==> src/sv/pdxc_pkg.sv <==
// ----------------------------------------------------------------------------
// pdxc_pkg
// Phase and status codes of the packet deframer.
// ----------------------------------------------------------------------------
`default_nettype none

package pdxc_pkg;

    typedef logic [2:0] phase_t;
    typedef logic [1:0] status_t;
    typedef logic [1:0] cfg_index_t;

    localparam phase_t PH_START   = 3'd0;
    localparam phase_t PH_LEN_LO  = 3'd1;
    localparam phase_t PH_LEN_HI  = 3'd2;
    localparam phase_t PH_KEY     = 3'd3;
    localparam phase_t PH_CHECK   = 3'd4;
    localparam phase_t PH_PAYLOAD = 3'd5;

    localparam status_t ST_OK   = 2'd0;
    localparam status_t ST_SUM  = 2'd1;
    localparam status_t ST_CODE = 2'd2;
    localparam status_t ST_LEN  = 2'd3;

    localparam cfg_index_t CFG_START_CODE = 2'd0;
    localparam cfg_index_t CFG_FIXED_KEY  = 2'd1;
    localparam cfg_index_t CFG_MAX_LEN    = 2'd2;

endpackage

`default_nettype wire

==> src/sv/packet_deframe_xor_chain_decode.sv <==
// ----------------------------------------------------------------------------
// packet_deframe_xor_chain_decode
// Header check and two-stage chained XOR decode of a framed byte stream.
// ----------------------------------------------------------------------------
//  channel | signals                                   | role
//  --------+-------------------------------------------+------------------------
//  in      | in_valid, in_ready, stream_byte           | one stream byte a beat
//  out     | out_valid, out_ready, data, data_valid,   | decoded byte or end /
//          | last, status                              | error report a beat
//  cfg     | cfg_wr_en, cfg_index, cfg_wdata           | register writes
//
// One byte a cycle while in_ready is high: decode and header checks sit
// between the phase registers and a single result register, so a byte's
// result shows the cycle after it is taken. in_ready is low only while a
// result is held and out_ready is low. rst_n clears phase, chain state and
// result valid; keys reset to zero and max_len_reg to 65535.
// ----------------------------------------------------------------------------
`default_nettype none

module packet_deframe_xor_chain_decode
    import pdxc_pkg::*;
(
    input  wire logic        clk,
    input  wire logic        rst_n,
    input  wire logic        cfg_wr_en,
    input  wire cfg_index_t  cfg_index,
    input  wire logic [15:0] cfg_wdata,
    input  wire logic        in_valid,
    output logic             in_ready,
    input  wire logic [7:0]  stream_byte,
    output logic             out_valid,
    input  wire logic        out_ready,
    output logic [7:0]       data,
    output logic             data_valid,
    output logic             last,
    output status_t          status
);

    logic [7:0]  start_code_reg;
    logic [7:0]  fixed_key_reg;
    logic [15:0] max_len_reg;

    phase_t      phase_reg,     phase_next;
    logic [15:0] payload_len_reg, payload_len_next;
    logic [16:0] byte_index_reg, byte_index_next;
    logic [7:0]  packet_key_reg, packet_key_next;
    logic [7:0]  prev_enc_reg,  prev_enc_next;
    logic [7:0]  prev_s1_reg,   prev_s1_next;
    logic [7:0]  exp_sum_reg,   exp_sum_next;
    logic [7:0]  run_sum_reg,   run_sum_next;

    logic        out_valid_reg;
    logic [7:0]  data_reg;
    logic        data_valid_reg;
    logic        last_reg;
    status_t     status_reg;

    logic        in_fire;
    logic        res_fire;
    logic [7:0]  res_data;
    logic        res_data_valid;
    logic        res_last;
    status_t     res_status;

    logic [7:0]  step;
    logic [7:0]  s1;
    logic [7:0]  dec;
    logic [16:0] idx_inc;
    logic [15:0] len_full;
    logic [7:0]  sum_inc;

    assign in_ready = !out_valid_reg || out_ready;
    assign in_fire  = in_valid && in_ready;

    assign step     = byte_index_reg[7:0] + 8'd1;
    assign s1       = stream_byte ^ (prev_enc_reg + fixed_key_reg + step);
    assign dec      = s1 ^ (prev_s1_reg + packet_key_reg + step);
    assign idx_inc  = byte_index_reg + 17'd1;
    assign len_full = {stream_byte, payload_len_reg[7:0]};
    assign sum_inc  = run_sum_reg + dec;

    always_comb
    begin
        phase_next       = phase_reg;
        payload_len_next = payload_len_reg;
        byte_index_next  = byte_index_reg;
        packet_key_next  = packet_key_reg;
        prev_enc_next    = prev_enc_reg;
        prev_s1_next     = prev_s1_reg;
        exp_sum_next     = exp_sum_reg;
        run_sum_next     = run_sum_reg;
        res_fire         = 1'b0;
        res_data         = 8'd0;
        res_data_valid   = 1'b0;
        res_last         = 1'b0;
        res_status       = ST_OK;

        unique case (phase_reg)
            PH_LEN_LO:
            begin
                payload_len_next = {8'd0, stream_byte};
                phase_next       = PH_LEN_HI;
            end
            PH_LEN_HI:
            begin
                payload_len_next = len_full;
                if (len_full > max_len_reg)
                begin
                    phase_next = PH_START;
                    res_fire   = 1'b1;
                    res_last   = 1'b1;
                    res_status = ST_LEN;
                end
                else
                begin
                    phase_next = PH_KEY;
                end
            end
            PH_KEY:
            begin
                packet_key_next = stream_byte;
                byte_index_next = 17'd0;
                prev_enc_next   = 8'd0;
                prev_s1_next    = 8'd0;
                run_sum_next    = 8'd0;
                phase_next      = PH_CHECK;
            end
            PH_CHECK:
            begin
                exp_sum_next    = dec;
                prev_enc_next   = stream_byte;
                prev_s1_next    = s1;
                byte_index_next = idx_inc;
                if (payload_len_reg == 16'd0)
                begin
                    phase_next = PH_START;
                    res_fire   = 1'b1;
                    res_last   = 1'b1;
                    res_status = (dec == 8'd0) ? ST_OK : ST_SUM;
                end
                else
                begin
                    phase_next = PH_PAYLOAD;
                end
            end
            PH_PAYLOAD:
            begin
                prev_enc_next   = stream_byte;
                prev_s1_next    = s1;
                byte_index_next = idx_inc;
                run_sum_next    = sum_inc;
                res_fire        = 1'b1;
                res_data        = dec;
                res_data_valid  = 1'b1;
                if (idx_inc > {1'b0, payload_len_reg})
                begin
                    phase_next = PH_START;
                    res_last   = 1'b1;
                    res_status = (sum_inc == exp_sum_reg) ? ST_OK : ST_SUM;
                end
            end
            default:
            begin
                // start hunt; unused codes land here too
                if (stream_byte != start_code_reg)
                begin
                    phase_next = PH_START;
                    res_fire   = 1'b1;
                    res_last   = 1'b1;
                    res_status = ST_CODE;
                end
                else
                begin
                    phase_next = PH_LEN_LO;
                end
            end
        endcase
    end

    always_ff @(posedge clk or negedge rst_n)
    begin
        if (!rst_n)
        begin
            start_code_reg <= 8'd0;
            fixed_key_reg  <= 8'd0;
            max_len_reg    <= 16'hFFFF;
        end
        else if (cfg_wr_en)
        begin
            unique case (cfg_index)
                CFG_START_CODE: start_code_reg <= cfg_wdata[7:0];
                CFG_FIXED_KEY:  fixed_key_reg  <= cfg_wdata[7:0];
                CFG_MAX_LEN:    max_len_reg    <= cfg_wdata;
                default:        ;
            endcase
        end
    end

    always_ff @(posedge clk or negedge rst_n)
    begin
        if (!rst_n)
        begin
            phase_reg       <= PH_START;
            payload_len_reg <= 16'd0;
            byte_index_reg  <= 17'd0;
            packet_key_reg  <= 8'd0;
            prev_enc_reg    <= 8'd0;
            prev_s1_reg     <= 8'd0;
            exp_sum_reg     <= 8'd0;
            run_sum_reg     <= 8'd0;
        end
        else if (in_fire)
        begin
            phase_reg       <= phase_next;
            payload_len_reg <= payload_len_next;
            byte_index_reg  <= byte_index_next;
            packet_key_reg  <= packet_key_next;
            prev_enc_reg    <= prev_enc_next;
            prev_s1_reg     <= prev_s1_next;
            exp_sum_reg     <= exp_sum_next;
            run_sum_reg     <= run_sum_next;
        end
    end

    always_ff @(posedge clk or negedge rst_n)
    begin
        if (!rst_n)
        begin
            out_valid_reg <= 1'b0;
        end
        else if (in_fire && res_fire)
        begin
            out_valid_reg <= 1'b1;
        end
        else if (out_ready)
        begin
            out_valid_reg <= 1'b0;
        end
    end

    always_ff @(posedge clk)
    begin
        if (in_fire && res_fire)
        begin
            data_reg       <= res_data;
            data_valid_reg <= res_data_valid;
            last_reg       <= res_last;
            status_reg     <= res_status;
        end
    end

    assign out_valid  = out_valid_reg;
    assign data       = data_reg;
    assign data_valid = data_valid_reg;
    assign last       = last_reg;
    assign status     = status_reg;

endmodule

`default_nettype wire

==> config.mk <==
export PLATFORM = sky130hd
export DESIGN_NAME = packet_deframe_xor_chain_decode
export DESIGN_NICKNAME = d
export VERILOG_FILES = /design/src/sv/pdxc_pkg.sv /design/src/sv/packet_deframe_xor_chain_decode.sv
export SDC_FILE = /design/constraint.sdc
export NUM_CORES = 1
export LEC_CHECK = 0
export BUFFER_PORTS_ARGS = -buffer_cell sky130_fd_sc_hd__buf_2
export CORE_MARGIN = 2
export CORE_UTILIZATION = 63
export DETAILED_ROUTE_END_ITERATION = 16
export HOLD_SLACK_MARGIN = 0.15
export PLACE_DENSITY_LB_ADDON = 0.2
export SLEW_MARGIN = 20
export SYNTH_ARGS = -nofsm -noshare
export SYNTH_HDL_FRONTEND = slang
export SYNTH_SLANG_ARGS = --single-unit
==> constraint.sdc <==
create_clock -name clk -period 9.4 [get_ports clk]
set_input_delay 0.94 -clock clk [delete_from_list [all_inputs] [get_ports clk]]
set_output_delay 0.94 -clock clk [all_outputs]
set_load 0.02 [all_outputs]
# Word level (Yosys, flattened, before mapping)
# Index checks and enable logic that the tools add are counted.
[classes]
eq_ne = 10
bitwise_logic = 3
add_sub_neg = 7
magnitude_cmp = 2
n_mux = 26
n_reduce_logical = 23
[op_table]
columns = ["operator", "n"]
rows = [
  ["$pmux W8 S2", 3],
  ["$add A8 B8 Y8", 5],
  ["$pmux W17 S2", 1],
  ["$pmux W16 S2", 1],
  ["$reduce_and A2 Y1", 9],
  ["$add A17 B1 Y17 const B", 1],
  ["$gt A17 B16 Y1", 1],
  ["$gt A16 B16 Y1", 1],
  ["$logic_not A16 Y1", 1],
  ["$xor A8 B8 Y8", 2],
  ["$pmux W3 S5", 1],
  ["$mux W1", 12],
  ["$add A8 B1 Y8 const B", 1],
  ["$eq A8 B8 Y1", 1],
  ["$logic_not A8 Y1", 1],
  ["$ne A8 B8 Y1", 1],
  ["$pmux W1 S4", 2],
  ["$pmux W2 S4", 1],
  ["$reduce_bool A2 Y1", 4],
  ["$eq A3 B2 Y1 const B", 2],
  ["$eq A3 B3 Y1 const B", 2],
  ["$mux W2", 3],
  ["$mux W3", 2],
  ["$reduce_or A2 Y1", 2],
  ["other kinds (10)", 11],
]
[word_totals]
regBits = 121
wordCells = 88
out_inout_bits = 14
inputBits = 31

# Longest topological paths before layout
# Gate-level depths: netlist of the first run.
[logic_depth]
ltp_word = 9
mapped_depth = 21

# Worst setup path after synthesis of the first run
# OpenSTA, ideal clock, no wires.
[synth_path]
kind = "register to register"
start = "reg byte_index_reg[0]"
end = "reg status_reg[0] (netlist: status[0]), data pin"
setup_time_ns = 0.265
arrival_ns = 4.284
synth_period_minus_slack_ns = 4.549
path_stages_with_launch = 20
path_slack_ns = 4.851
n_path_buf = 0
required_time_ns = 9.135
path_cell_list = "dfrtp_1 -> ha_1 -> xor2_1 -> fa_1 -> ha_1 -> a21o_1 -> a21oi_1 -> o21bai_1 -> a21oi_1 -> xor2_1 -> xnor2_1 -> inv_1 -> ha_1 -> xnor2_1 -> a2111oi_0 -> o211ai_1 -> nor2_1 -> o211ai_1 -> a211oi_1 -> o31ai_2"
[synth_via]
elab_chain_cells = 9
[synth_rtl]
columns = ["item", "line", "source"]
rows = [
  ["start, declared", "packet_deframe_xor_chain_decode.sv:45", "logic [16:0] byte_index_reg, byte_index_next;"],
  ["start signal, assigned", "packet_deframe_xor_chain_decode.sv:216", "byte_index_reg <= byte_index_next;"],
  ["$add A8 B1 Y8 (*)", "packet_deframe_xor_chain_decode.sv:75", "assign step = byte_index_reg[7:0] + 8'd1;"],
  ["$add A8 B8 Y8", "packet_deframe_xor_chain_decode.sv:76", "assign s1 = stream_byte ^ (prev_enc_reg + fixed_key_reg + step);"],
  ["$xor A8 B8 Y8", "packet_deframe_xor_chain_decode.sv:76", ""],
  ["$xor A8 B8 Y8 (*)", "packet_deframe_xor_chain_decode.sv:77", "assign dec = s1 ^ (prev_s1_reg + packet_key_reg + step);"],
  ["net dec[6]", "packet_deframe_xor_chain_decode.sv:67", "logic [7:0] dec;"],
  ["$add A8 B8 Y8", "packet_deframe_xor_chain_decode.sv:80", "assign sum_inc = run_sum_reg + dec;"],
  ["$eq A8 B8 Y1", "packet_deframe_xor_chain_decode.sv:159", "res_status = (sum_inc == exp_sum_reg) ? ST_OK : ST_SUM;"],
  ["$mux W1", "packet_deframe_xor_chain_decode.sv:159", ""],
  ["$mux W1", "packet_deframe_xor_chain_decode.sv:155", "if (idx_inc > {1'b0, payload_len_reg})"],
  ["$pmux W2 S4 (*)", "packet_deframe_xor_chain_decode.sv:98", "unique case (phase_reg)"],
  ["net res_status[0]", "packet_deframe_xor_chain_decode.sv:63", "status_t res_status;"],
  ["end signal, assigned", "packet_deframe_xor_chain_decode.sv:248", "status_reg <= res_status;"],
  ["end, declared", "packet_deframe_xor_chain_decode.sv:56", "status_t status_reg;"],
]
# Mark *: on every way through the listed nets, which the timed path passes. The rest lies on a longest branch.
# A chain may end at the register's enable or synchronous reset.

# Worst setup path in the final report of the first run
# Ends and elaborated chain as after synthesis.

==> results.md, run 1 <==
- Floorplan die width: 112 um
- # rows: 39
- Num ports: 45
- Post-CTS clock slew at the launch and capture registers of the worst setup and hold paths: 60 ps
- Final Skew: 7.71 ps
- Most used flip-flop cell after synthesis: dfrtp_1
- Worst slew margin: 38.6%
- Slew of the pin with the lowest slew margin: 919 ps
- Crit-path max FO: 7
- Routed Antenna Nets: 0
- Post-synthesis simple-gate area fraction: 11.3%
- Max-slew violation count: 0
- Share of the synthesized area in compound gates (AO/OA/AOI/OAI): 12.3%
- Final clock period utilization by the worst path: 56.7%
- Setup repair after global routing missed its margin: no
- Post-CTS Repair Setup Buffers: 0
- Number of antenna violations at the first check in global routing: 0
- GRT Util Overall: 29.7%
- Worst min-delay path class: register to register
- Detailed-route wire length per cell: 19.2 um
- Dominant combinational cell family by area after synthesis: adder cells
- Number of enable flip-flop cells after synthesis: 12
- Die ar.: 12600 um2
- Layout cell share with drive strength beyond 1: 19.5%
- Fillcell total: 843
- Placed wire-length estimate after detailed placement: 12.5 mm
- Clock latency of the later-clocked register in the worst-skew pair: 420 ps
- Final setup violation count: 0
- Effective utilization at floorplan: 64.6%
- Fmax: 188 MHz
- Grt ovf: 0
- Worst setup path category: register to register
- Number of distinct library cells after synthesis: 53
- Number of stages on the worst hold path: 2
- Register cell area after layout: 3110 um2
- Synthesized-area fraction occupied by xor and xnor cells: 9.33%
- # port buffers: 44
- Endpoint of the worst hold path: prev_s1_reg[6]
- Number of flip-flops and latches in the synthesized netlist: 121
- Multiplexer area fraction after synthesis: 6.41%
- Critical Path End Type: register
- Destination of the worst register-to-register timing path: status[0]
- DR pass1 iterations: 5
- Post-route standard cell area excluding fillers: 8280 um2
- Detailed-route via count: 5611
- Mean number of vias per cell: 6.18
- Post-CTS Hold Buffers: 0
- Flop2flop setup slack: 4070 ps
- Placeable core region: 11400 um2
- Clock period minus worst slack: 5330 ps
- Nets@finish: 852
- Area of the multi-input gates: 3900 um2
- Fraction of registers with async set or reset after synthesis: 90.1%
- CTS Buf Count: 17
- Number of DRC markers in iteration 0: 456
- Placed cell area: 7680 um2
- Worst min-delay path startpoint: prev_s1_reg[6]
- Clock tree root buffer cell: clkbuf_16
- Number of warnings reported in the yosys synthesis log: 0
- Num Clock Sinks: 121
- Via count of the first global-routing pass: 5718
- Routed wire length: 17.4 mm
- Gpl congestion: 0.921
- Syn Std Cell Area: 7380 um2
- # resized after CTS: 0
- TNS Setup: 0 ps
- Adder-Cell Fraction of Synth Area: 13.4%
- Global-route wire length before repair: 29.1 mm
- H-Tree Depth: 4
- Fin. Hold Viols: 0
- Die H: 112 um
- Category of the worst setup path launch point: register
- Number of buffers on the longest clock path: 2
- Sequential fraction of the synthesis area: 42.1%
- Worst EP arrival: 5480 ps
- Number of antenna repair diodes: 0
- Post-synthesis instance total: 716
- Max reg flops: 17
- Max Cap Violations: 0
- Clock tree from TritonCTS: yes
- Post-synthesis to final-layout area growth: 12.2%
- DRC viols: 0
- Status: completed
- Register-to-Register Path Depth: 19
- Required time worst endpoint: 9550 ps
- Worst flop-to-flop path startpoint: byte_index_reg[0]
- Pin count of the biggest net entering global routing: 58
- Net Count, Synth: 816
- Mean area per synthesized cell: 10.3 um2
==> stage by stage <==
stage                     hold WS [ps]  std cells  setup WS, ps  utilization (%)
after floorplan                    450        716          4850                -
after global placement             464        876          4510             67.3
after detailed placement           477        876          4210             67.3
after CTS                          496        908          4170             72.4
after global routing               513        908          3780             72.5
final                              491        908          4070             72.5
==> worst max path at each step <==
stage / from / end / slack, ps / depth (start not counted)
finish: byte_index_reg[0] / status[0] / 4070 / 19
global route: byte_index_reg[0] / status[0] / 3780 / 19
CTS: byte_index_reg[0] / status[0] / 4170 / 19
detailed placement: byte_index_reg[0] / status[0] / 4210 / 19
global placement: byte_index_reg[0] / status[0] / 4510 / 19
floorplan: byte_index_reg[0] / status[0] / 4850 / 19
==> placed cells by master (no fill, tap or decap), types with 4 or more instances in the layout <==
cell       netlist  layout
fa_1            17      17
clkbuf_16        0      18
xnor2_1         48      48
nor2b_1          6       6
nor3_1           7       7
o21ai_0         65      65
buf_4            0       5
buf_2            7      43
nor4_1           6       6
ha_1            52      52
a22o_1          17      17
nand4_1         15      15
and2_1           6       6
nand3_1         28      28
nor2_1          32      32
o21a_1           4       4
nand2_1         52      52
inv_1           67      67
dfrtp_1         93      93
xnor2_2          4       4
a21oi_1         20      19
xor2_1          18      18
a21o_1          12      12
dfstp_2         16      16
mux2_2          42      42
edfxtp_1        12      12
o211ai_1         5       5
==> cells in the mapped netlist (2+ instances only) <==
master / n / share of area, %
dfrtp_1: 93 / 32
inv_1: 67 / 3.4
o21ai_0: 65 / 4.4
ha_1: 52 / 8.8
nand2_1: 52 / 2.6
xnor2_1: 48 / 5.7
mux2_2: 42 / 6.4
nor2_1: 32 / 1.6
nand3_1: 28 / 1.9
clkbuf_1: 23 / 1.2
a21oi_1: 20 / 1.4
xor2_1: 18 / 2.1
a22o_1: 17 / 2.0
fa_1: 17 / 4.6
dfstp_2: 16 / 5.7
nand4_1: 15 / 1.3
a21o_1: 12 / 1.2
edfxtp_1: 12 / 4.9
buf_2: 7 / 0.47
nor3_1: 7 / 0.47
and2_1: 6 / 0.51
nor2b_1: 6 / 0.51
nor4_1: 6 / 0.51
o211ai_1: 5 / 0.51
o21a_1: 4 / 0.41
xnor2_2: 4 / 0.88
a2111oi_0: 3 / 0.36
a32oi_1: 3 / 0.36
nand2b_1: 3 / 0.25
o31ai_1: 3 / 0.31
a21boi_0: 2 / 0.20
a31oi_1: 2 / 0.17
and2_0: 2 / 0.17
nand3b_1: 2 / 0.20
nor3b_1: 2 / 0.20
o21bai_1: 2 / 0.20
xnor3_1: 2 / 0.61
==> worst max-delay path: stages (launching register included) <==
cell	delay (ps)
dfrtp_1	460
ha_1	280
xor2_1	340
fa_1	530
ha_1	320
a21o_1	180
a21oi_1	240
o21bai_1	100
a21oi_1	170
xnor2_1	120
xnor2_1	350
inv_1	80
ha_1	370
xnor2_1	210
a2111oi_0	570
o211ai_1	180
nor2_1	130
o211ai_1	90
a211oi_1	260
o31ai_2	90
==> cells by family after synthesis <==
family / Yosys count
XOR/XNOR: 72
AO/OA/AOI/OAI: 144
buffers and inverters: 98
AND/OR/NAND/NOR: 170
multiplexers: 42
adder cells (fa/ha/maj): 69
flip-flops: 121
==> per-layer routing <==
layer  vias to the layer above  GRT usage [%]  wire length, um
met4                         0           9.84              304
met5                         -              0                0
met1                      2790           38.9             7240
li1                       2555              -                -
met2                       229           49.4             8660
met3                        37           6.86             1210
==> layout make-up <==
| class | instances | share of cell area [%] |
|---|---|---|
| multi-input cells | 497 | 47.1 |
| flip-flops and latches | 121 | 37.6 |
| clock inverters | 10 | 1.09 |
| inverters | 67 | 3.04 |
| repair buffers | 48 | 3.05 |
| well taps | 143 | 2.16 |
| clock buffers | 22 | 5.99 |
Power of run 1 is not shown: default switching activity piles up to over one toggle a cycle in this logic, so the estimate is an artifact.
==> run 2, diff against run 1 <==
--- a/config.mk
+++ b/config.mk
@@ -7,7 +7,7 @@
 export LEC_CHECK = 0
 export BUFFER_PORTS_ARGS = -buffer_cell sky130_fd_sc_hd__buf_2
 export CORE_MARGIN = 2
-export CORE_UTILIZATION = 63
+export CORE_UTILIZATION = 56
 export DETAILED_ROUTE_END_ITERATION = 16
 export HOLD_SLACK_MARGIN = 0.15
 export PLACE_DENSITY_LB_ADDON = 0.2
==> constraint.sdc (replaced) <==
create_clock -name clk -period 4.9 [get_ports clk]
set_input_delay 0.49 -clock clk [delete_from_list [all_inputs] [get_ports clk]]
set_output_delay 0.49 -clock clk [all_outputs]
set_load 0.02 [all_outputs]
==> run 2 against run 1 <==
Maximum frequency rose by 15%. Hold slack worse by 350 ps. Non-clock buffer count up 12. Die area increased by 12%. First-iteration DRC count fell by 1.8%. Final cell count grew 4.5%. Flip-flop and latch count did not move. Setup slack worse by 3800 ps. Sequential share of layout area decreased by 0.96 points. Critical path type unchanged.
==> results.md, run 2 (synthesis gave the netlist of run 1 again) <==
- Effective utilization at floorplan: 58.0% (-6.6 points)
- Num Clock Sinks: 121 (unchanged)
- Commonest cells after routing, fill and taps aside: dfrtp_1 (92), inv_1 (67), o21ai_0 (65)
- DR pass1 iterations: 8 (+3)
- Layout cell share with drive strength beyond 1: 22.1% (+2.7 points)
- Worst min-delay path class: input port to asynchronous set/reset pin
- Library cell contributing the largest single delay on the critical path: fa_1
- Number of DRC markers in iteration 0: 448 (-1.8%)
- Number of antenna violations at the first check in global routing: 0 (unchanged)
- Number of antenna repair diodes: 0 (unchanged)
- Pin count of the biggest net entering global routing: 61 (+5.2%)
- Crit-path max FO: 4 (-3)
- Buffering stage count on the worst path with inverters included: 1 (unchanged)
- Worst EP arrival: 4790 ps (-690 ps)
- Final Skew: 7.31 ps (-0.404 ps)
- Category of the worst setup path launch point: register
- # rows: 41 (+5.1%)
- Worst hold-check slack: 138 ps (-353 ps)
- Critical Path End Type: register
- Slew of the pin with the lowest slew margin: 892 ps (-27.7 ps)
- Clock tree root buffer cell: clkbuf_16
- Floorplan die width: 119 um (+5.9%)
- Global-route wire length before repair: 27.9 mm (-4.0%)
- Final setup violation count: 0 (unchanged)
- Clock tree from TritonCTS: yes
- Gpl congestion: 0.832 (-9.7%)
- Max reg flops: 17 (unchanged)
- DRC viols: 0 (unchanged)
- Routed wire length: 17.2 mm (-1.2%)
- Num ports: 45 (unchanged)
- Detailed-route wire length per cell: 18.1 um (-5.5%)
- Max-slew violation count: 0 (unchanged)
- Worst slew margin: 40.4% (+1.8 points)
- Cell chain of the critical path: ha_4 -> fa_1 -> ha_1 -> fa_1 -> xnor2_1 -> xor2_1 -> inv_1 -> ha_1 -> a21o_1 -> a21oi_1 -> nor2b_1 -> o41ai_2 -> xor2_1 -> xnor2_1 -> a211oi_2 -> o31ai_2
- Status: completed
- Grt ovf: 0 (unchanged)
- Detailed-route via count: 5486 (-2.2%)
- Cell family with most CP delay: adder cells
- Placed wire-length estimate after detailed placement: 12.3 mm (-2.0%)
- CTS Buf Count: 17 (unchanged)
- Nets@finish: 864 (+1.4%)
- Clock latency of the later-clocked register in the worst-skew pair: 430 ps (about the same)
- Post-CTS clock slew at the launch and capture registers of the worst setup and hold paths: 60 ps (about the same)
- Via count of the first global-routing pass: 5474 (-4.3%)
- GRT Util Overall: 25.7% (-4.0 points)
- Routed Antenna Nets: 0 (unchanged)
- Die H: 119 um (+5.9%)
- Max Cap Violations: 0 (unchanged)
- Post-route standard cell area excluding fillers: 8500 um2 (+2.7%)
- Placed cell area: 7800 um2 (+1.5%)
- Post-synthesis to final-layout area growth: 15.2%
- Most common cell after layout, fill and taps aside: dfrtp_1
- # port buffers: 44 (unchanged)
- Die ar.: 14100 um2 (+12%)
- Final clock period utilization by the worst path: 94.4% (+38 points)
- Clock period minus worst slack: 4630 ps (-702 ps)
- Fin. Hold Viols: 0 (unchanged)
- Required time worst endpoint: 5060 ps (-4490 ps)
- Placeable core region: 12700 um2 (+11%)
- Worst setup path category: register to register
- Mean number of vias per cell: 5.78 (-6.5%)
- Number of buffers on the longest clock path: 2 (unchanged)
- Fmax: 216 MHz (+15%)
- H-Tree Depth: 4 (unchanged)
- CP peak stage delay: 460 ps (-110 ps)
## run 2: routing by layer
| metal | routed length (um) | part of all wire, % | GRT usage [%] |
|---|---|---|---|
| met3 | 844 | 4.9 | 6.03 |
| met5 | 0 | 0 | 0 |
| met4 | 439 | 2.6 | 10.8 |
| met2 | 8420 | 49 | 40.9 |
| met1 | 7490 | 44 | 33.8 |
## run 2: worst paths after layout
check,slack (ps),cells past startpoint,start,endpoint
worst max register to register,270,16,byte_index_reg[1],status[0]
min in group clk,300,2,cfg_wdata[14],max_len_reg[14]
worst max-delay path,270,16,byte_index_reg[1],status[0]
worst min-delay path,140,1,rst_n,run_sum_reg[4]
worst min register to register,490,2,prev_s1_reg[1],prev_s1_reg[1]
max in group asynchronous,3600,2,rst_n,fixed_key_reg[5]
## run 2: timing repair
| action | CTS | global route |
|---|---|---|
| buffers inserted | 0 | 1 |
| hold buffers | 0 | 0 |
| pin swaps | 0 | 1 |
| resized for setup | 1 | 12 |
| endpoints found under the setup margin | 1 | 2 |
## run 2: layout make-up
class / instances / area, um2
clock buffer: 19 / 464
sequential: 121 / 3110
multi-input combinational: 497 / 3980
tap: 172 / 215
fill: 1023 / 4220
clock inverter: 13 / 140
timing repair buffer: 60 / 343
inverter: 67 / 251
## run 2: through the flow
stage	cells	util [%]	worst slack, ps	setup TNS, ps
after floorplan	716	-	351	0
after global placement	916	61.3	201	0
after detailed placement	916	61.3	-1.23	-1.23
after CTS	948	66.1	65.9	0
after global routing	949	66.8	-11.1	-11.1
final	949	66.8	273	0
Power of run 2 is left out for the same reason.
==> run 3, diff against run 2 <==
--- a/config.mk
+++ b/config.mk
@@ -5,6 +5,7 @@
 export SDC_FILE = /design/constraint.sdc
 export NUM_CORES = 1
 export LEC_CHECK = 0
+export ABC_AREA = 1
 export BUFFER_PORTS_ARGS = -buffer_cell sky130_fd_sc_hd__buf_2
 export CORE_MARGIN = 2
 export CORE_UTILIZATION = 56
==> run 3 against run 2 <==
Design area rose by 2.1%. Register-to-register slack got worse by 40 ps. Clock skew fell by 0.54 ps. Non-clock buffer count fell by 8. Global-route usage rose by 1.4 points. Final cell count rose by 21%. Flip-flop and latch count did not move. Critical path depth rose by 2. First-iteration DRC count rose by 13%. Area after synthesis rose by 3.4%. Core utilization fell by 1.5 points. Via count rose by 12%.
==> results.md, run 3 <==
- Net Count, Synth: 1009 (+24%)
- # resized after CTS: 0 (-1)
- Detailed-route via count: 6166 (+12%)
- Post-CTS Hold Buffers: 0 (unchanged)
- Placed cell area: 8050 um2 (+3.2%)
- Final clock period utilization by the worst path: 95.2% (+0.75 points)
- Number of antenna repair diodes: 0 (unchanged)
- Number of enable flip-flop cells after synthesis: 12 (unchanged)
- Worst min-delay path class: input port to asynchronous set/reset pin
- Max-slew violation count: 0 (unchanged)
- Most common cell after layout, fill and taps aside: nand2_1
- Category of the worst setup path launch point: register
- Mean number of vias per cell: 5.35 (-7.5%)
- Syn Std Cell Area: 7620 um2 (+3.4%)
- # rows: 42 (+2.4%)
- Grt ovf: 0 (unchanged)
- Global-route wire length before repair: 30.2 mm (+8.0%)
- Fin. Hold Viols: 0 (unchanged)
- Number of DRC markers in iteration 0: 508 (+13%)
- Number of distinct library cells after synthesis: 45 (-15%)
- Post-CTS clock slew at the launch and capture registers of the worst setup and hold paths: 60 ps (about the same)
- Most instantiated library cell after synthesis: nand2_1
- Setup repair after global routing missed its margin: no
- Die H: 121 um (+1.6%)
- Number of buffers on the longest clock path: 2 (unchanged)
- H-Tree Depth: 4 (unchanged)
- Critical Path End Type: register
- TNS Setup: 0 ps (unchanged)
- Proportion of netlist area held by the largest area contributor: 30.5% (-1.0 points)
- Worst setup path category: register to register
- Detailed-route wire length per cell: 15.8 um (-13%)
- Routed wire length: 18.2 mm (+5.7%)
- Slew of the pin with the lowest slew margin: 1020 ps (+133 ps)
- Placed wire-length estimate after detailed placement: 13.4 mm (+9.5%)
- Sequential fraction of the synthesis area: 40.8% (-1.4 points)
- # port buffers: 44 (unchanged)
- Num Clock Sinks: 121 (unchanged)
- Via count of the first global-routing pass: 6145 (+12%)
- Required time worst endpoint: 5080 ps (+20 ps)
- Clock latency of the later-clocked register in the worst-skew pair: 420 ps (about the same)
- Nets@finish: 1064 (+23%)
- Fraction of registers with async set or reset after synthesis: 90.1% (unchanged)
- Layout cell share with drive strength beyond 1: 16.3% (-5.9 points)
- Die ar.: 14600 um2 (+3.3%)
- DR pass1 iterations: 5 (-3)
- CTS Buf Count: 17 (unchanged)
- Num ports: 45 (unchanged)
- Crit-path max FO: 5 (+1)
- Post-synthesis instance total: 909 (+27%)
- Status: completed
- Final setup violation count: 0 (unchanged)
- Max reg flops: 17 (unchanged)
- Final Skew: 6.76 ps (-0.543 ps)
- Cell type with the highest aggregate area in the netlist: dfrtp_1
- DRC viols: 0 (unchanged)
- Mean area per synthesized cell: 8.39 um2 (-19%)
- Clock tree root buffer cell: clkbuf_16
- Post-synthesis to final-layout area growth: 13.8%
- Number of warnings reported in the yosys synthesis log: 0 (unchanged)
- Max Cap Violations: 0 (unchanged)
- Post-CTS Repair Setup Buffers: 0 (unchanged)
- Dominant cells by area after synthesis: dfrtp_1 (31%), nand2_1 (9.1%), ha_1 (8.5%)
- Pin count of the biggest net entering global routing: 69 (+13%)
- Gpl congestion: 0.955 (+15%)
- Routed Antenna Nets: 0 (unchanged)
- Worst slew margin: 31.1% (-9.3 points)
- Number of antenna violations at the first check in global routing: 0 (unchanged)
- Fillcell total: 1126 (+10%)
- GRT Util Overall: 27.1% (+1.4 points)
- Number of flip-flops and latches in the synthesized netlist: 121 (unchanged)
- Worst EP arrival: 4840 ps (+50 ps)
- Commonest cells after routing, fill and taps aside: nand2_1 (185), inv_1 (145), dfrtp_1 (92)
- Leading cell types by count after synthesis: nand2_1 (185), inv_1 (146), dfrtp_1 (93)
- Fmax: 214 MHz (-0.79%)
- Clock period minus worst slack: 4660 ps (+36.6 ps)
- Placeable core region: 13300 um2 (+4.5%)
- Clock tree from TritonCTS: yes
- Floorplan die width: 121 um (+1.6%)
- Most used flip-flop cell after synthesis: dfrtp_1
- Post-route standard cell area excluding fillers: 8680 um2 (+2.1%)
- Effective utilization at floorplan: 57.3% (-0.63 points)
-- run 3: cell types whose count changed after synthesis, moves of 9 or more --
cell      change
a21o_1       -11
inv_1        +79
a21oi_1      +13
nor2_1       +13
nand2_1     +133
a22o_1       -11
xor2_1        +9
mux2_2       -42
xnor2_1      -34
o21ai_0      +15
nand2_2      +18
o22ai_1      +13
nand3_1      +21
clkbuf_1     -11
-- run 3: per-layer routing --
metal	vias to the layer above	global-route usage, %	wire length (um)
met1	2901	35.3	8180
li1	3062	-	-
met3	36	4.86	870
met2	167	45.4	8740
met4	0	9.67	381
met5	-	0	0
-- run 3: through the flow --
| step | hold slack (ps) | setup WS [ps] | util (%) | instances |
|---|---|---|---|---|
| floorplan | 194 | 775 | - | 909 |
| global placement | 466 | 394 | 60.5 | 1121 |
| detailed placement | 473 | 317 | 60.5 | 1121 |
| CTS | 229 | 216 | 65.0 | 1153 |
| global route | 270 | 1.66 | 65.3 | 1153 |
| finish | 187 | 237 | 65.3 | 1153 |
-- run 3: cell type report --
cell class / count / area (um2) / share of cell area, %
clock buffers: 20 / 447 / 5.15
clock inverters: 12 / 150 / 1.73
inverters: 155 / 587 / 6.76
multi-input cells: 617 / 3880 / 44.7
flip-flops and latches: 121 / 3110 / 35.8
well taps: 176 / 220 / 2.54
repair buffers: 52 / 283 / 3.26
-- run 3: path summary, 6_finish.rpt --
path                                   start              end  slack, ps  cells after the start
setup / recovery           byte_index_reg[0]        status[0]        240                     18
hold / removal                         rst_n   run_sum_reg[2]        190                      1
hold reg to reg              max_len_reg[11]  max_len_reg[11]        480                      2
setup reg to reg           byte_index_reg[0]        status[0]        240                     18
min in group clk               cfg_wdata[13]  max_len_reg[13]        300                      3
max in group asynchronous              rst_n   max_len_reg[5]       3630                      2
-- run 3: worst max-delay path, cell delays in order, from the launching register on --
cell	delay [ps]
dfrtp_1	420
ha_1	380
fa_1	480
ha_1	260
fa_1	440
xnor2_1	190
xor2_1	260
xor2_1	340
ha_1	350
nand2_1	80
nand2_1	70
a31oi_1	190
xor2_1	280
xor2_1	180
nand3_1	100
nor2_1	210
nand3_2	90
nand2_1	60
nand2_1	50
-- run 3: cells by family (layout without fill, tap and decap cells) --
group                      Yosys count  in the layout  synth area share [%]
AOI/OAI and AO/OA                  151            151                  11.0
buffers and inverters              171            239                  8.71
DFF                                121            121                  40.8
xor gates and xnor gates            41             41                  4.71
and+or+nand+nor                    356            356                  21.8
adders and majority gates           69             69                  13.0
Power of run 3 is left out for the same reason.
